**config.mk**
```make
export PLATFORM = sky130hd
export DESIGN_NAME = kzvg_front
export DESIGN_NICKNAME = d
export VERILOG_FILES = /design/src/sv/keepout_zone_velocity_gate_defines.svh /design/src/sv/kzvg_pkg.sv /design/src/sv/kzvg_front.sv
export SDC_FILE = /design/constraint.sdc
export NUM_CORES = 1
export LEC_CHECK = 0
export ABC_CLOCK_PERIOD_IN_PS = 4600
export BUFFER_PORTS_ARGS = -buffer_cell sky130_fd_sc_hd__buf_4
export CAP_MARGIN = 20
export CORE_AREA = 2 2 283 285
export CTS_BUF_LIST = sky130_fd_sc_hd__clkbuf_4
export DETAILED_ROUTE_END_ITERATION = 8
export DIE_AREA = 0 0 285 287
export GPL_ROUTABILITY_DRIVEN = 0
export GPL_TIMING_DRIVEN = 0
export SYNTH_ARGS = -nofsm -noshare
export SYNTH_HDL_FRONTEND = slang
export SYNTH_SLANG_ARGS = --single-unit
```
**constraint.sdc**
```tcl
create_clock -name clk -period 4.6 [get_ports clk]
set_input_delay 0.92 -clock clk [delete_from_list [all_inputs] [get_ports clk]]
set_output_delay 0.92 -clock clk [all_outputs]
set_load 0.01 [all_outputs]
```
**src/sv/keepout_zone_velocity_gate_defines.svh**
```systemverilog
// ----------------------------------------------------------------------------
// Keepout zone velocity gate: assertion macros
// Shared property shapes used by the gate's embedded checks.
// ----------------------------------------------------------------------------
`ifndef KEEPOUT_ZONE_VELOCITY_GATE_DEFINES_SVH
`define KEEPOUT_ZONE_VELOCITY_GATE_DEFINES_SVH

// Same-cycle implication, checked on every rising edge outside reset.
`define KZVG_ASSERT_NOW(label, ante, cons, msg) \
    label: assert property (@(posedge clk) disable iff (!rst_n) (ante) |-> (cons)) \
        else $error(msg);

// Next-cycle implication, checked on every rising edge outside reset.
`define KZVG_ASSERT_NEXT(label, ante, cons, msg) \
    label: assert property (@(posedge clk) disable iff (!rst_n) (ante) |=> (cons)) \
        else $error(msg);

`endif

```
**src/sv/kzvg_pkg.sv**
```systemverilog
// ----------------------------------------------------------------------------
// Keepout zone velocity gate package
// Widths, register indexes and the structs shared between pipeline parts.
// ----------------------------------------------------------------------------
package kzvg_pkg;

    localparam int POS_W   = 24;              // position and bound width
    localparam int VEL_W   = 18;              // velocity width
    localparam int RID_W   = 4;               // robot index width
    localparam int GID_W   = 5;               // goalie index width
    localparam int IDX_W   = 3;               // config register index width
    localparam int NPOS_W  = POS_W + 1;       // predicted position, bound sums
    localparam int D_W     = POS_W + 2;       // distance to clamped point
    localparam int C_W     = POS_W + 3;       // doubled offset from rectangle centre
    localparam int DSQ_W   = 2 * D_W - 1;     // square of a distance component
    localparam int DIST_W  = DSQ_W + 1;       // sum of two squares
    localparam int CSQ_W   = 2 * C_W - 1;     // square of a centre offset
    localparam int CDIST_W = CSQ_W + 1;       // sum of two centre squares

    localparam logic [IDX_W-1:0] REG_OWN_X_MIN = 3'd0;
    localparam logic [IDX_W-1:0] REG_OWN_X_MAX = 3'd1;
    localparam logic [IDX_W-1:0] REG_OWN_Y_MIN = 3'd2;
    localparam logic [IDX_W-1:0] REG_OWN_Y_MAX = 3'd3;
    localparam logic [IDX_W-1:0] REG_FAR_X_MIN = 3'd4;
    localparam logic [IDX_W-1:0] REG_FAR_X_MAX = 3'd5;
    localparam logic [IDX_W-1:0] REG_FAR_Y_MIN = 3'd6;
    localparam logic [IDX_W-1:0] REG_FAR_Y_MAX = 3'd7;

    // Rectangle bounds as written by software (possibly swapped).
    typedef struct packed {
        logic signed [POS_W-1:0] x_min;
        logic signed [POS_W-1:0] x_max;
        logic signed [POS_W-1:0] y_min;
        logic signed [POS_W-1:0] y_max;
    } bounds_t;

    // Ordered rectangle plus doubled centre coordinates.
    typedef struct packed {
        logic signed [POS_W-1:0]  lo_x;
        logic signed [POS_W-1:0]  hi_x;
        logic signed [POS_W-1:0]  lo_y;
        logic signed [POS_W-1:0]  hi_y;
        logic signed [NPOS_W-1:0] sum_x;
        logic signed [NPOS_W-1:0] sum_y;
    } rect_t;

    // Current and predicted position of one command.
    typedef struct packed {
        logic signed [POS_W-1:0]  px;
        logic signed [POS_W-1:0]  py;
        logic signed [NPOS_W-1:0] nx;
        logic signed [NPOS_W-1:0] ny;
    } motion_t;

    // Fields that ride alongside the geometry unchanged.
    typedef struct packed {
        logic [RID_W-1:0]        rid;
        logic                    present;
        logic signed [VEL_W-1:0] vx;
        logic signed [VEL_W-1:0] vy;
        logic                    active;
    } side_t;

    // Load enables for the geometry stages.
    typedef struct packed {
        logic adv2;
        logic adv3;
        logic adv4;
    } pipe_ctrl_t;

endpackage

```
**src/sv/kzvg_front.sv**
```systemverilog
// ----------------------------------------------------------------------------
// Keepout zone velocity gate: front stage
// Predicts the position 10 ms ahead, orders the bounds and flags checked items.
// ----------------------------------------------------------------------------
module kzvg_front (
    input  logic                                   clk,
    input  logic                                   ce,
    input  kzvg_pkg::bounds_t                      own_bounds,
    input  kzvg_pkg::bounds_t                      far_bounds,
    input  logic [kzvg_pkg::RID_W-1:0]             robot_index,
    input  logic                                   command_present,
    input  logic [kzvg_pkg::GID_W-1:0]             goalie_index,
    input  logic signed [kzvg_pkg::POS_W-1:0]      pos_x,
    input  logic signed [kzvg_pkg::POS_W-1:0]      pos_y,
    input  logic signed [kzvg_pkg::VEL_W-1:0]      vel_x,
    input  logic signed [kzvg_pkg::VEL_W-1:0]      vel_y,
    output kzvg_pkg::rect_t                        own_rect,
    output kzvg_pkg::rect_t                        far_rect,
    output kzvg_pkg::motion_t                      motion,
    output kzvg_pkg::side_t                        side
);

    kzvg_pkg::rect_t   own_rect_reg, own_rect_next;
    kzvg_pkg::rect_t   far_rect_reg, far_rect_next;
    kzvg_pkg::motion_t motion_reg, motion_next;
    kzvg_pkg::side_t   side_reg, side_next;

    // Order both axis pairs and form the doubled centre.
    function automatic kzvg_pkg::rect_t order_rect(input kzvg_pkg::bounds_t b);
        kzvg_pkg::rect_t r;
        if ($signed(b.x_min) > $signed(b.x_max))
        begin
            r.lo_x = b.x_max;
            r.hi_x = b.x_min;
        end
        else
        begin
            r.lo_x = b.x_min;
            r.hi_x = b.x_max;
        end
        if ($signed(b.y_min) > $signed(b.y_max))
        begin
            r.lo_y = b.y_max;
            r.hi_y = b.y_min;
        end
        else
        begin
            r.lo_y = b.y_min;
            r.hi_y = b.y_max;
        end
        r.sum_x = kzvg_pkg::NPOS_W'($signed(b.x_min)) + kzvg_pkg::NPOS_W'($signed(b.x_max));
        r.sum_y = kzvg_pkg::NPOS_W'($signed(b.y_min)) + kzvg_pkg::NPOS_W'($signed(b.y_max));
        return r;
    endfunction

    always_comb
    begin
        own_rect_next     = order_rect(own_bounds);
        far_rect_next     = order_rect(far_bounds);
        motion_next.px    = pos_x;
        motion_next.py    = pos_y;
        motion_next.nx    = kzvg_pkg::NPOS_W'(pos_x) + kzvg_pkg::NPOS_W'(vel_x);
        motion_next.ny    = kzvg_pkg::NPOS_W'(pos_y) + kzvg_pkg::NPOS_W'(vel_y);
        side_next.rid     = robot_index;
        side_next.present = command_present;
        side_next.vx      = vel_x;
        side_next.vy      = vel_y;
        side_next.active  = command_present && ({1'b0, robot_index} != goalie_index);
    end

    always_ff @(posedge clk)
    begin
        if (ce)
        begin
            own_rect_reg <= own_rect_next;
            far_rect_reg <= far_rect_next;
            motion_reg   <= motion_next;
            side_reg     <= side_next;
        end
    end

    assign own_rect = own_rect_reg;
    assign far_rect = far_rect_reg;
    assign motion   = motion_reg;
    assign side     = side_reg;

endmodule

```
Yosys cells after proc, flatten, opt, wreduce, memory -nomap -nowiden
Cells that the tools add are included.
Storage, ports and cells
  bits in registers: 432
  bits of input ports: 288
  output and inout bits: 432
  RAM bits: 0
  bits in read-only memories: 0
  latch bits: 0
  memories: 0
  logic and storage cells: 37
Cells by class
  bitwise operators: 0
  equal/unequal tests: 1
  shift-type cells: 0
  add/sub/neg operators: 6
  mux-type cells: 4
  multipliers: 0
  reduce and logical (&&, ||, !) cells: 1
  $lt $le $gt $ge: 4
  divide/modulo/power cells: 0
Operators with widths (number)
  $mux 48: 4
  $add 24x24->25: 4
  $gt 24x24->1: 4
  $add 24x18->25: 2
  $ne 4x5->1: 1
  $logic_and 1x1->1: 1

Depth between registers and ports, before layout
Gate-level depths: netlist of run 1.
  depth in word-level cells: 2
  mapped depth: 13
  mapped depth without buffers: 10

Worst setup path after synthesis of run 1
Ideal clock, no wire load.
  path kind: input port to flip-flop
  start: input far_bounds[71] in the netlist's numbering
  end: register far_rect_reg (netlist bit far_rect[105]), data pin
  data arrival time: 3.512 ns
  path slack: 0.828 ns
  required time: 4.340 ns
  path buffers: 2
  cell stages on the path: 12
  path through: inv_1 ha_1 buf_2 nand4_1 or3_1 or4_1 a21oi_1 nor3_1 xnor2_1 nor2_1 buf_1 mux2_2
RTL lines
  start: declaration: line kzvg_front.sv:9  | input kzvg_pkg::bounds_t far_bounds,
  end signal: assignment: line kzvg_front.sv:76  | far_rect_reg <= far_rect_next;
  end: declaration: line kzvg_front.sv:24  | kzvg_pkg::rect_t far_rect_reg, far_rect_next;

==> impl_metrics.csv, run 1 <==
group,metric,value,unit
final_layout,fillCellCount,7613,
critical_path,arrival,4.33,ns
routing,wl,96020,µm
synthesis,yosysUniqueCellTypes,66,
critical_path,critPathTopFamily,"simple AND/OR/NAND/NOR gates",
placed_design,port_buffers,719,
critical_path,cp_cell_sequence,"buf_4, inv_1, ha_1, clkbuf_1, nand4_1, or3_1, or4_1, a21oi_1, nor3_1, xnor2_1, nor2_1, buf_1, mux2_2",
die,chipWidth,285,µm
job,drv_cap,0,
final_layout,instances_no_fill,4361,
clock_tree,numCtsBuffers,131,
final_layout,syn_to_final_growth,31.88,%
power_and_ir_drop,comb_power_share,0.297,
global_routing,grt_remaining_overflow,0,
synthesis,synth_fp_nets,2880,
die,ios,720,
die,die_h,287,µm
final_layout,layout_commonest_cell,"buf_4",
synthesis,avgSynthCellArea,11.41,µm²
clock_tree,cts_sinks,432,
synthesis,synthTopCellsByArea,"edfxtp_1, ha_1, mux2_2",
synthesis,synth-seq-area-share,0.4844,
critical_path,endpoint,"far_rect[116]",
global_routing,gr-max-usage-layer,"met2",
critical_path,crit_path_end_kind,"flop",
die,rows,103,
routing,drtAntennaViolNets,0,
global_routing,grtUsageTotal,0.2247,
final_layout,final_cell_mix,"buf_4, edfxtp_1, ha_1",
power_and_ir_drop,power.internal,8.558,mW
clock_tree,cts.reportedPaths.clkPinSlew,0.06,ns
global_routing,grt_pass1_vias,21414,
clock_tree,post_cts_buffers,0,
routing,wire_per_inst,22.02,µm
placed_design,post-place-cells,4118,
timing,setup_viol,0,
critical_path,slowest_stage,"buf_1",
synthesis,synth-seq-cells,432,
critical_path,cp-start-kind,"primary input",
timing,finalMaxSlewViolations,0,
global_routing,antenna_found_initial,16,
placed_design,dp_hpwl,76990,µm
critical_path,cp_num_cells,13,
critical_path,cp_num_buf_inv,4,
power_and_ir_drop,switchingPower,4.053,mW
critical_path,worstSetupPathType,"primary input to flop",
timing,fin_tns_setup,0,ns
power_and_ir_drop,power_density,357.1,nW/µm²
synthesis,synth_edf_count,432,
synthesis,synth_top_area_frac,0.4844,
outcome,status,"finished clean",
clock_tree,cts_buffer_depth,3,
placed_design,placed_cell_area,33580,µm²
synthesis,ys_async_sr_fraction,0,
critical_path,startpoint,"far_bounds[61]",
synthesis,ys_warn_count,0,
final_layout,design_area,35320,µm²
final_layout,drive_gt1_frac,0.3184,
die,start_util,0.3406,
final_layout,final_util,0.4492,
global_routing,met2_usage,0.3925,
timing,min_period_over_period,0.7993,
critical_path,max_stage_delay,0.65,ns
timing,grt_setup_unrepaired,"no",
timing,hold_slack,0.1660,ns
die,dieArea,81800,µm²
critical_path,crit_path_max_fanout,10,
timing,finalHoldViolCount,0,
global_routing,grt_pass1_wl,137400,µm
routing,drtIter0Drc,1401,
synthesis,netlist_area,26780,µm²
clock_tree,cts_max_level,4,
global_routing,grt_max_degree,122,
synthesis,synth_ff_type,"edfxtp_1",
routing,via_count,22406,
power_and_ir_drop,total_leakage_power,15.26,nW
routing,routed_via_density,5.138,
synthesis,syn_inst,2346,
power_and_ir_drop,seq_power_share,0.411,
die,core_area,78610,µm²
hold_path,hold_class,"primary input to flop",
timing,clock.fmax,0.2720,GHz
global_routing,use_met1,0.2637,
power_and_ir_drop,switching_share,0.3214,
critical_path,required,5.25,ns
timing,post-route-min-period,3.677,ns
timing,worstMarginPinSlew,1.144,ns
clock_tree,tritoncts,"done",
routing,post-route-drc-count,0,
power_and_ir_drop,ir_drop,0.2039,mV
timing,slew_headroom,0.2306,
synthesis,synth_area_leader_cell,"edfxtp_1",
global_routing,grt.met3_usage,0.05929,
power_and_ir_drop,p_clk_frac,0.292,
final_layout,final_nets,3748,
clock_tree,cts_root_buf,"clkbuf_4",
routing,first_pass_iters,6,
-- per-stage QoR --
stage / worst slack, ns / power (mW)
floorplan: 0.8280 / 7.129
global placement: -1.123 / 8.984
detailed placement: 0.01196 / 8.993
CTS: 1.109 / 12.78
global route: 0.8116 / 13.26
finish: 0.9234 / 12.61
-- area by class of cell --
cell class / instances / area, µm² / share of cell area
Clock buffer: 176 / 1321 / 0.03741
Sequential cell: 432 / 12970 / 0.3673
Antenna cell: 10 / 25.02 / 0.0007086
Clock inverter: 44 / 260.3 / 0.007369
Inverter: 196 / 735.7 / 0.02083
Tap cell: 1050 / 1314 / 0.03720
Timing Repair Buffer: 735 / 5618 / 0.1591
Multi-Input combinational cell: 1624 / 12660 / 0.3584
Buffer: 94 / 411.6 / 0.01166
-- kinds of logic (layout without fill, tap and decap cells) --
family / Yosys count / count (layout) / share of synthesized area
XOR/XNOR: 131 / 131 / 0.04285
flip-flops: 432 / 432 / 0.4844
other: 0 / 10 / 0
AO/OA/AOI/OAI: 600 / 600 / 0.1597
AND/OR/NAND/NOR: 493 / 493 / 0.08789
adder cells (fa/ha/maj): 246 / 246 / 0.1166
multiplexers: 154 / 154 / 0.06569
buffers and inverters: 290 / 1245 / 0.04285
-- power groups by stage --
stage,clock network (mW),registers (mW),logic (mW)
finish,3.68,5.18,3.75
global route,4.02,5.22,4.02
CTS,3.84,5.19,3.75
detailed placement,0,5.26,3.73
global placement,0,5.27,3.71
floorplan,0,5.50,1.63
-- metal layers --
metal,share of wire,routed length [µm],up-vias
li1,-,-,10653
met1,0.39,37770,10707
met2,0.50,48160,873
met3,0.074,7112,165
met4,0.031,2935,8
met5,0.00042,40,-
-- synthesized netlist by cell type, drive strengths merged (58+ instances only) --
cell / n
nor3: 78
a221o: 78
nand2: 58
xnor2: 103
o21ai: 60
clkbuf: 73
a21oi: 182
mux2: 114
nor2: 192
a22o: 78
ha: 240
edfxtp: 432
inv: 196
-- what timing repair did --
item	4_1_cts	5_1_grt
hold endpoints to repair	13	0
resized for setup	0	0
hold buffers	13	0
-- worst min-delay path by stage --
stage	to	from	cells after the start
2_1_floorplan	motion[50]	pos_y[0]	0
3_3_place_gp	side[21]	vel_x[2]	1
6_report	side[24]	vel_x[5]	1
4_1_cts	side[24]	vel_x[5]	1
5_1_grt	side[27]	vel_x[8]	1
3_5_place_dp	motion[77]	pos_x[3]	1
(Power assumes the default switching activity.)
==> inputs of run 2 (changes only) <==
Settings changed: ABC_CLOCK_PERIOD_IN_PS 4600 to 3000, CORE_AREA 2 2 283 285 to 2 2 280 282, DIE_AREA 0 0 285 287 to 0 0 282 284.
Clock period 4.6 ns to 3 ns, I/O delays scaled along.
==> run 2 against run 1 <==
  * The run now ends with negative setup slack left
  * Global-route usage increased by 0.094 points
  * Largest power group unchanged
  * Sequential share of layout area shrank 2.9 points
  * First-iteration DRC count fell by 11%
  * Largest cell class is now multi-input combinational cells
  * Die area fell by 2.1%
==> impl_metrics.csv, run 2 (same netlist as run 1, synthesis figures left out) <==
group,metric,value,unit
final_layout,design_area,38360,µm²
timing,min_period_over_period,1.061,
hold_path,hold_class,"primary input to flop",
final_layout,layout_commonest_cell,"buf_4",
critical_path,cp_num_buf_inv,4,
hold_path,min-delay-start,"own_bounds[28]",
power_and_ir_drop,power_density,504.1,nW/µm²
timing,grt_setup_unrepaired,"yes",
final_layout,instances_no_fill,4597,
critical_path,path_common_cell,"o31a_1",
die,core_area,76960,µm²
routing,post-route-drc-count,0,
timing,finalMaxSlewViolations,0,
placed_design,port_buffers,719,
timing,slew_headroom,0.2199,
routing,drtIter0Drc,1245,
clock_tree,cts.reportedPaths.clkPinSlew,0.07,ns
die,ios,720,
critical_path,arrival,3.79,ns
critical_path,crit_path_max_fanout,10,
placed_design,pre_cts_slack,-0.8780,ns
timing,clock.fmax,0.3140,GHz
global_routing,antenna_found_initial,17,
die,rows,102,
die,dieArea,80090,µm²
die,start_util,0.3480,
die,chipWidth,282,µm
routing,routed_via_density,5.087,
critical_path,required,3.60,ns
global_routing,grt_max_degree,121,
timing,fin_ws,-0.1842,ns
critical_path,max_stage_delay,0.54,ns
timing,post-route-min-period,3.184,ns
routing,wire_per_inst,20.55,µm
timing,worstMarginPinSlew,1.160,ns
placed_design,post-place-cells,4108,
power_and_ir_drop,switchingPower,6.102,mW
power_and_ir_drop,ir_drop,0.3049,mV
timing,setup_viol,27,
global_routing,grtUsageTotal,0.2256,
job,drv_cap,0,
final_layout,final_nets,3999,
power_and_ir_drop,power.internal,13.24,mW
outcome,violations,"negative setup slack",
placed_design,placed_cell_area,34030,µm²
critical_path,crit_path_end_kind,"flop",
final_layout,syn_to_final_growth,43.25,%
critical_path,cp_cell_sequence,"dlygate4sd3_1, buf_4, ha_4, nand3_1, a21oi_1, o31a_1, o31a_1, a211oi_2, nor2_1, clkbuf_4, buf_2, a22o_1, a221o_1",
clock_tree,cts_max_level,3,
power_and_ir_drop,comb_power_share,0.322,
routing,first_pass_iters,5,
timing,finalHoldViolCount,0,
global_routing,grt_pass1_wl,138300,µm
timing,hold_slack,0.1298,ns
routing,wl,94490,µm
clock_tree,cts_root_buf,"clkbuf_4",
power_and_ir_drop,seq_power_share,0.410,
clock_tree,tritoncts,"done",
die,die_h,284,µm
critical_path,cp-start-kind,"primary input",
global_routing,grt_remaining_overflow,0,
power_and_ir_drop,switching_share,0.3156,
final_layout,final_cell_mix,"buf_4, edfxtp_1, dlygate4sd3_1",
final_layout,fillCellCount,7019,
clock_tree,numCtsBuffers,118,
power_and_ir_drop,p_clk_frac,0.268,
critical_path,critPathTopFamily,"compound AO/OA/AOI/OAI gates",
clock_tree,cts_buffer_depth,3,
power_and_ir_drop,total_leakage_power,16.56,nW
power_and_ir_drop,fin_total_pwr,19.34,mW
critical_path,slowest_stage,"dlygate4sd3_1",
routing,via_count,23387,
routing,drtAntennaViolNets,0,
critical_path,worstSetupPathType,"primary input to flop",
global_routing,grt_pass1_vias,22853,
placed_design,dp_hpwl,70680,µm
outcome,status,"finished, violations left",
final_layout,drive_gt1_frac,0.3160,
critical_path,startpoint,"own_bounds[75]",
clock_tree,cts_sinks,432,
[run 2: changes by cell type in the layout (fill, tap and decap cells not counted), sizes merged]
cell,before,now
buf,743,757
dlygate4sd3,13,263
clkinvlp,3,2
diode,10,13
clkinv,33,25
clkbuf,249,241
inv,203,200
bufinv,1,0
[run 2: repair_timing]
| action | CTS | global route |
|---|---|---|
| endpoints found under the hold margin | 265 | 0 |
| gates resized for setup | 0 | 36 |
| hold buffers | 263 | 0 |
| endpoints found under the setup margin | 0 | 134 |
| setup buffers | 0 | 15 |
[run 2: cell type report]
class | instances | area, µm² | share of cell area
clock inverter | 31 | 151.4 | 0.003947
clock buffer | 168 | 1261 | 0.03288
multi-input combinational | 1624 | 13110 | 0.3418
antenna | 13 | 32.53 | 0.0008480
inverter | 196 | 755.7 | 0.01970
tap | 1040 | 1301 | 0.03392
sequential | 432 | 12970 | 0.3382
buffer | 93 | 530.5 | 0.01383
timing repair buffer | 1000 | 8245 | 0.2149
[run 2: through the flow]
| stage | setup TNS [ns] | util |
|---|---|---|
| 2_1_floorplan | -14.11 | - |
| 3_3_place_gp | -1123.81 | 0.4410 |
| 3_5_place_dp | -137.52 | 0.4422 |
| 4_1_cts | 0 | 0.4948 |
| 5_1_grt | -3.262 | 0.4985 |
| 6_report | -2.522 | 0.4985 |
[run 2: power groups by stage]
stage	Combinational, mW	Clock (mW)	Sequential (mW)
final	6.23	5.19	7.92
after CTS	6.11	5.39	7.93
after detailed placement	5.80	0	8.05
after global placement	5.77	0	8.07
after floorplan	2.63	0	8.43
after global routing	6.68	5.66	7.99
[run 2: worst paths after layout]
kind / to / slack, ns / depth (start not counted)
worst min-delay path: own_rect[78] / 0.13 / 2
worst max-delay path: own_rect[136] / -0.18 / 13
[run 2: metal layers]
layer / vias up / GRT usage / share of wire
li1: 11178 / - / -
met2: 883 / 0.3695 / 0.47
met1: 11105 / 0.2785 / 0.41
met5: - / 0 / 0.00073
met3: 211 / 0.05006 / 0.070
met4: 10 / 0.1129 / 0.045
==> inputs of run 3 (changes only) <==
Settings changed: CORE_AREA 2 2 280 282 to 2 2 278 280, CTS_BUF_LIST sky130_fd_sc_hd__clkbuf_4 to sky130_fd_sc_hd__clkbuf_8, DIE_AREA 0 0 282 284 to 0 0 280 282.
==> run 3 against run 2 <==
  * Sequential cell count unchanged
  * The flow now finishes without violations
  * Largest power group unchanged
  * Wire length decreased by 3.9%
  * Critical path depth increased by 1
  * Total power increased by 1.9%
  * Critical path type unchanged
  * Fmax increased by 8.6%
==> impl_metrics.csv, run 3 (same netlist as run 1, synthesis figures left out) <==
group,metric,value,unit
outcome,status,"finished clean",
job,drv_cap,0,
die,core_area,75700,µm²
timing,finalHoldViolCount,0,
die,chipWidth,280,µm
global_routing,grtUsageTotal,0.2182,
die,start_util,0.3538,
critical_path,cp_cell_sequence,"buf_4, inv_8, ha_4, clkbuf_8, nand4_1, or3_4, or4_4, a21oi_2, nor3_1, xnor2_1, nor2_2, buf_6, buf_8, mux2_4",
final_layout,multi_input_area,13110,µm²
routing,first_pass_iters,5,
global_routing,grt_pass1_wl,132600,µm
placed_design,port_buffers,719,
final_layout,design_area,35750,µm²
timing,slew_headroom,0.5055,
placed_design,pre_cts_slack,-0.9661,ns
global_routing,antenna_found_initial,14,
critical_path,endpoint,"far_rect[139]",
timing,grt_setup_unrepaired,"no",
timing,finalMaxSlewViolations,0,
clock_tree,cts_root_buf,"clkbuf_8",
routing,drtIter0Drc,1326,
clock_tree,hold_buffers,0,
timing,min_period_over_period,0.9775,
clock_tree,cts_max_level,3,
routing,post-route-drc-count,0,
critical_path,max_stage_delay,0.46,ns
critical_path,worstSetupPathType,"primary input to flop",
timing,setup_viol,0,
critical_path,startpoint,"far_bounds[61]",
routing,drtAntennaViolNets,0,
global_routing,grt_remaining_overflow,0,
clock_tree,numCtsBuffers,81,
clock_tree,tritoncts,"done",
clock_tree,cts_sinks,432,
final_layout,seq_area,12970,µm²
die,die_h,282,µm
final_layout,syn_to_final_growth,33.50,%
global_routing,grt_max_degree,134,
critical_path,critPathTopFamily,"simple AND/OR/NAND/NOR gates",
timing,post-route-min-period,2.933,ns
critical_path,cp_num_buf_inv,5,
final_layout,final_cell_mix,"buf_4, edfxtp_1, ha_1",
timing,clock.fmax,0.3410,GHz
timing,worstMarginPinSlew,0.7231,ns
critical_path,arrival,3.33,ns
critical_path,slowest_stage,"or4_4",
power_and_ir_drop,ir_drop,0.3454,mV
routing,via_count,22207,
timing,fin_ws,0.06743,ns
power_and_ir_drop,power_density,551.4,nW/µm²
die,rows,101,
global_routing,grt_pass1_vias,21897,
critical_path,required,3.39,ns
final_layout,drive_gt1_frac,0.3234,
clock_tree,cts_buffer_depth,3,
final_layout,layout_commonest_cell,"buf_4",
routing,wl,90780,µm
power_and_ir_drop,total_leakage_power,15.46,nW
clock_tree,cts.reportedPaths.clkPinSlew,0.06,ns
hold_path,hold_class,"primary input to flop",
placed_design,placed_cell_area,33950,µm²
critical_path,cp_num_cells,14,
final_layout,fillCellCount,7010,
die,ios,720,
placed_design,dp_hpwl,71830,µm
critical_path,cp-start-kind,"primary input",
critical_path,crit_path_max_fanout,10,
critical_path,crit_path_end_kind,"flop",
routing,routed_via_density,5.287,
final_layout,final_nets,3685,
routing,wire_per_inst,21.61,µm
die,dieArea,78960,µm²
## run 3: worst min path at each step
stage / start / endpoint / slack, ns / cells past startpoint
4_1_cts: vel_y[9] / side[10] / 0.04 / 1
5_1_grt: vel_y[9] / side[10] / 0.06 / 1
3_3_place_gp: vel_x[0] / side[19] / 0.79 / 1
2_1_floorplan: pos_y[0] / motion[50] / 0.70 / 0
3_5_place_dp: vel_y[8] / side[9] / 0.79 / 1
6_report: vel_y[9] / side[10] / 0.11 / 1
## run 3: through the flow
stage / TNS, ns / hold slack (ns) / util / cells / power [mW]
final: 0 / 0.1110 / 0.4723 / 4200 / 19.71
after global routing: 0 / 0.05858 / 0.4722 / 4199 / 20.66
after CTS: 0 / 0.04029 / 0.4704 / 4193 / 19.89
after detailed placement: -141.69 / 0.7936 / 0.4485 / 4046 / 13.86
after global placement: -1041.42 / 0.7920 / 0.4473 / 4043 / 13.79
after floorplan: -14.11 / 0.6989 / - / 2346 / 11.07
## run 3: final cells by class
| class | instances | share of cell area |
|---|---|---|
| multi-input combinational | 1624 | 0.3666 |
| clock inverter | 63 | 0.01372 |
| antenna | 9 | 0.0006300 |
| clock buffer | 82 | 0.03157 |
| sequential | 432 | 0.3629 |
| timing repair buffer | 729 | 0.1550 |
| tap | 978 | 0.03423 |
| inverter | 196 | 0.02114 |
| buffer | 87 | 0.01425 |
## run 3: routing by layer
layer | routed length, µm | vias up | global-route usage
met5 | 48 | - | 0
met4 | 2355 | 8 | 0.07706
met3 | 6583 | 138 | 0.05361
met2 | 44720 | 836 | 0.3707
met1 | 37070 | 10763 | 0.2694
li1 | - | 10462 | -
## run 3: repair_timing
| action | 4_1_cts | 5_1_grt |
|---|---|---|
| pin swaps | 1 | 3 |
| setup buffers | 2 | 5 |
| endpoints found under the setup margin | 33 | 142 |
| cloned | 0 | 0 |
| resized for setup | 7 | 30 |
## run 3: report_power, final
group	total (mW)	leakage, nW	switching (mW)	internal [mW]
combinational	5.90	10.3	3.15	2.75
clock	5.88	0.890	2.70	3.18
sequential	7.93	4.22	0.252	7.68
total	19.7	15.5	6.10	13.6
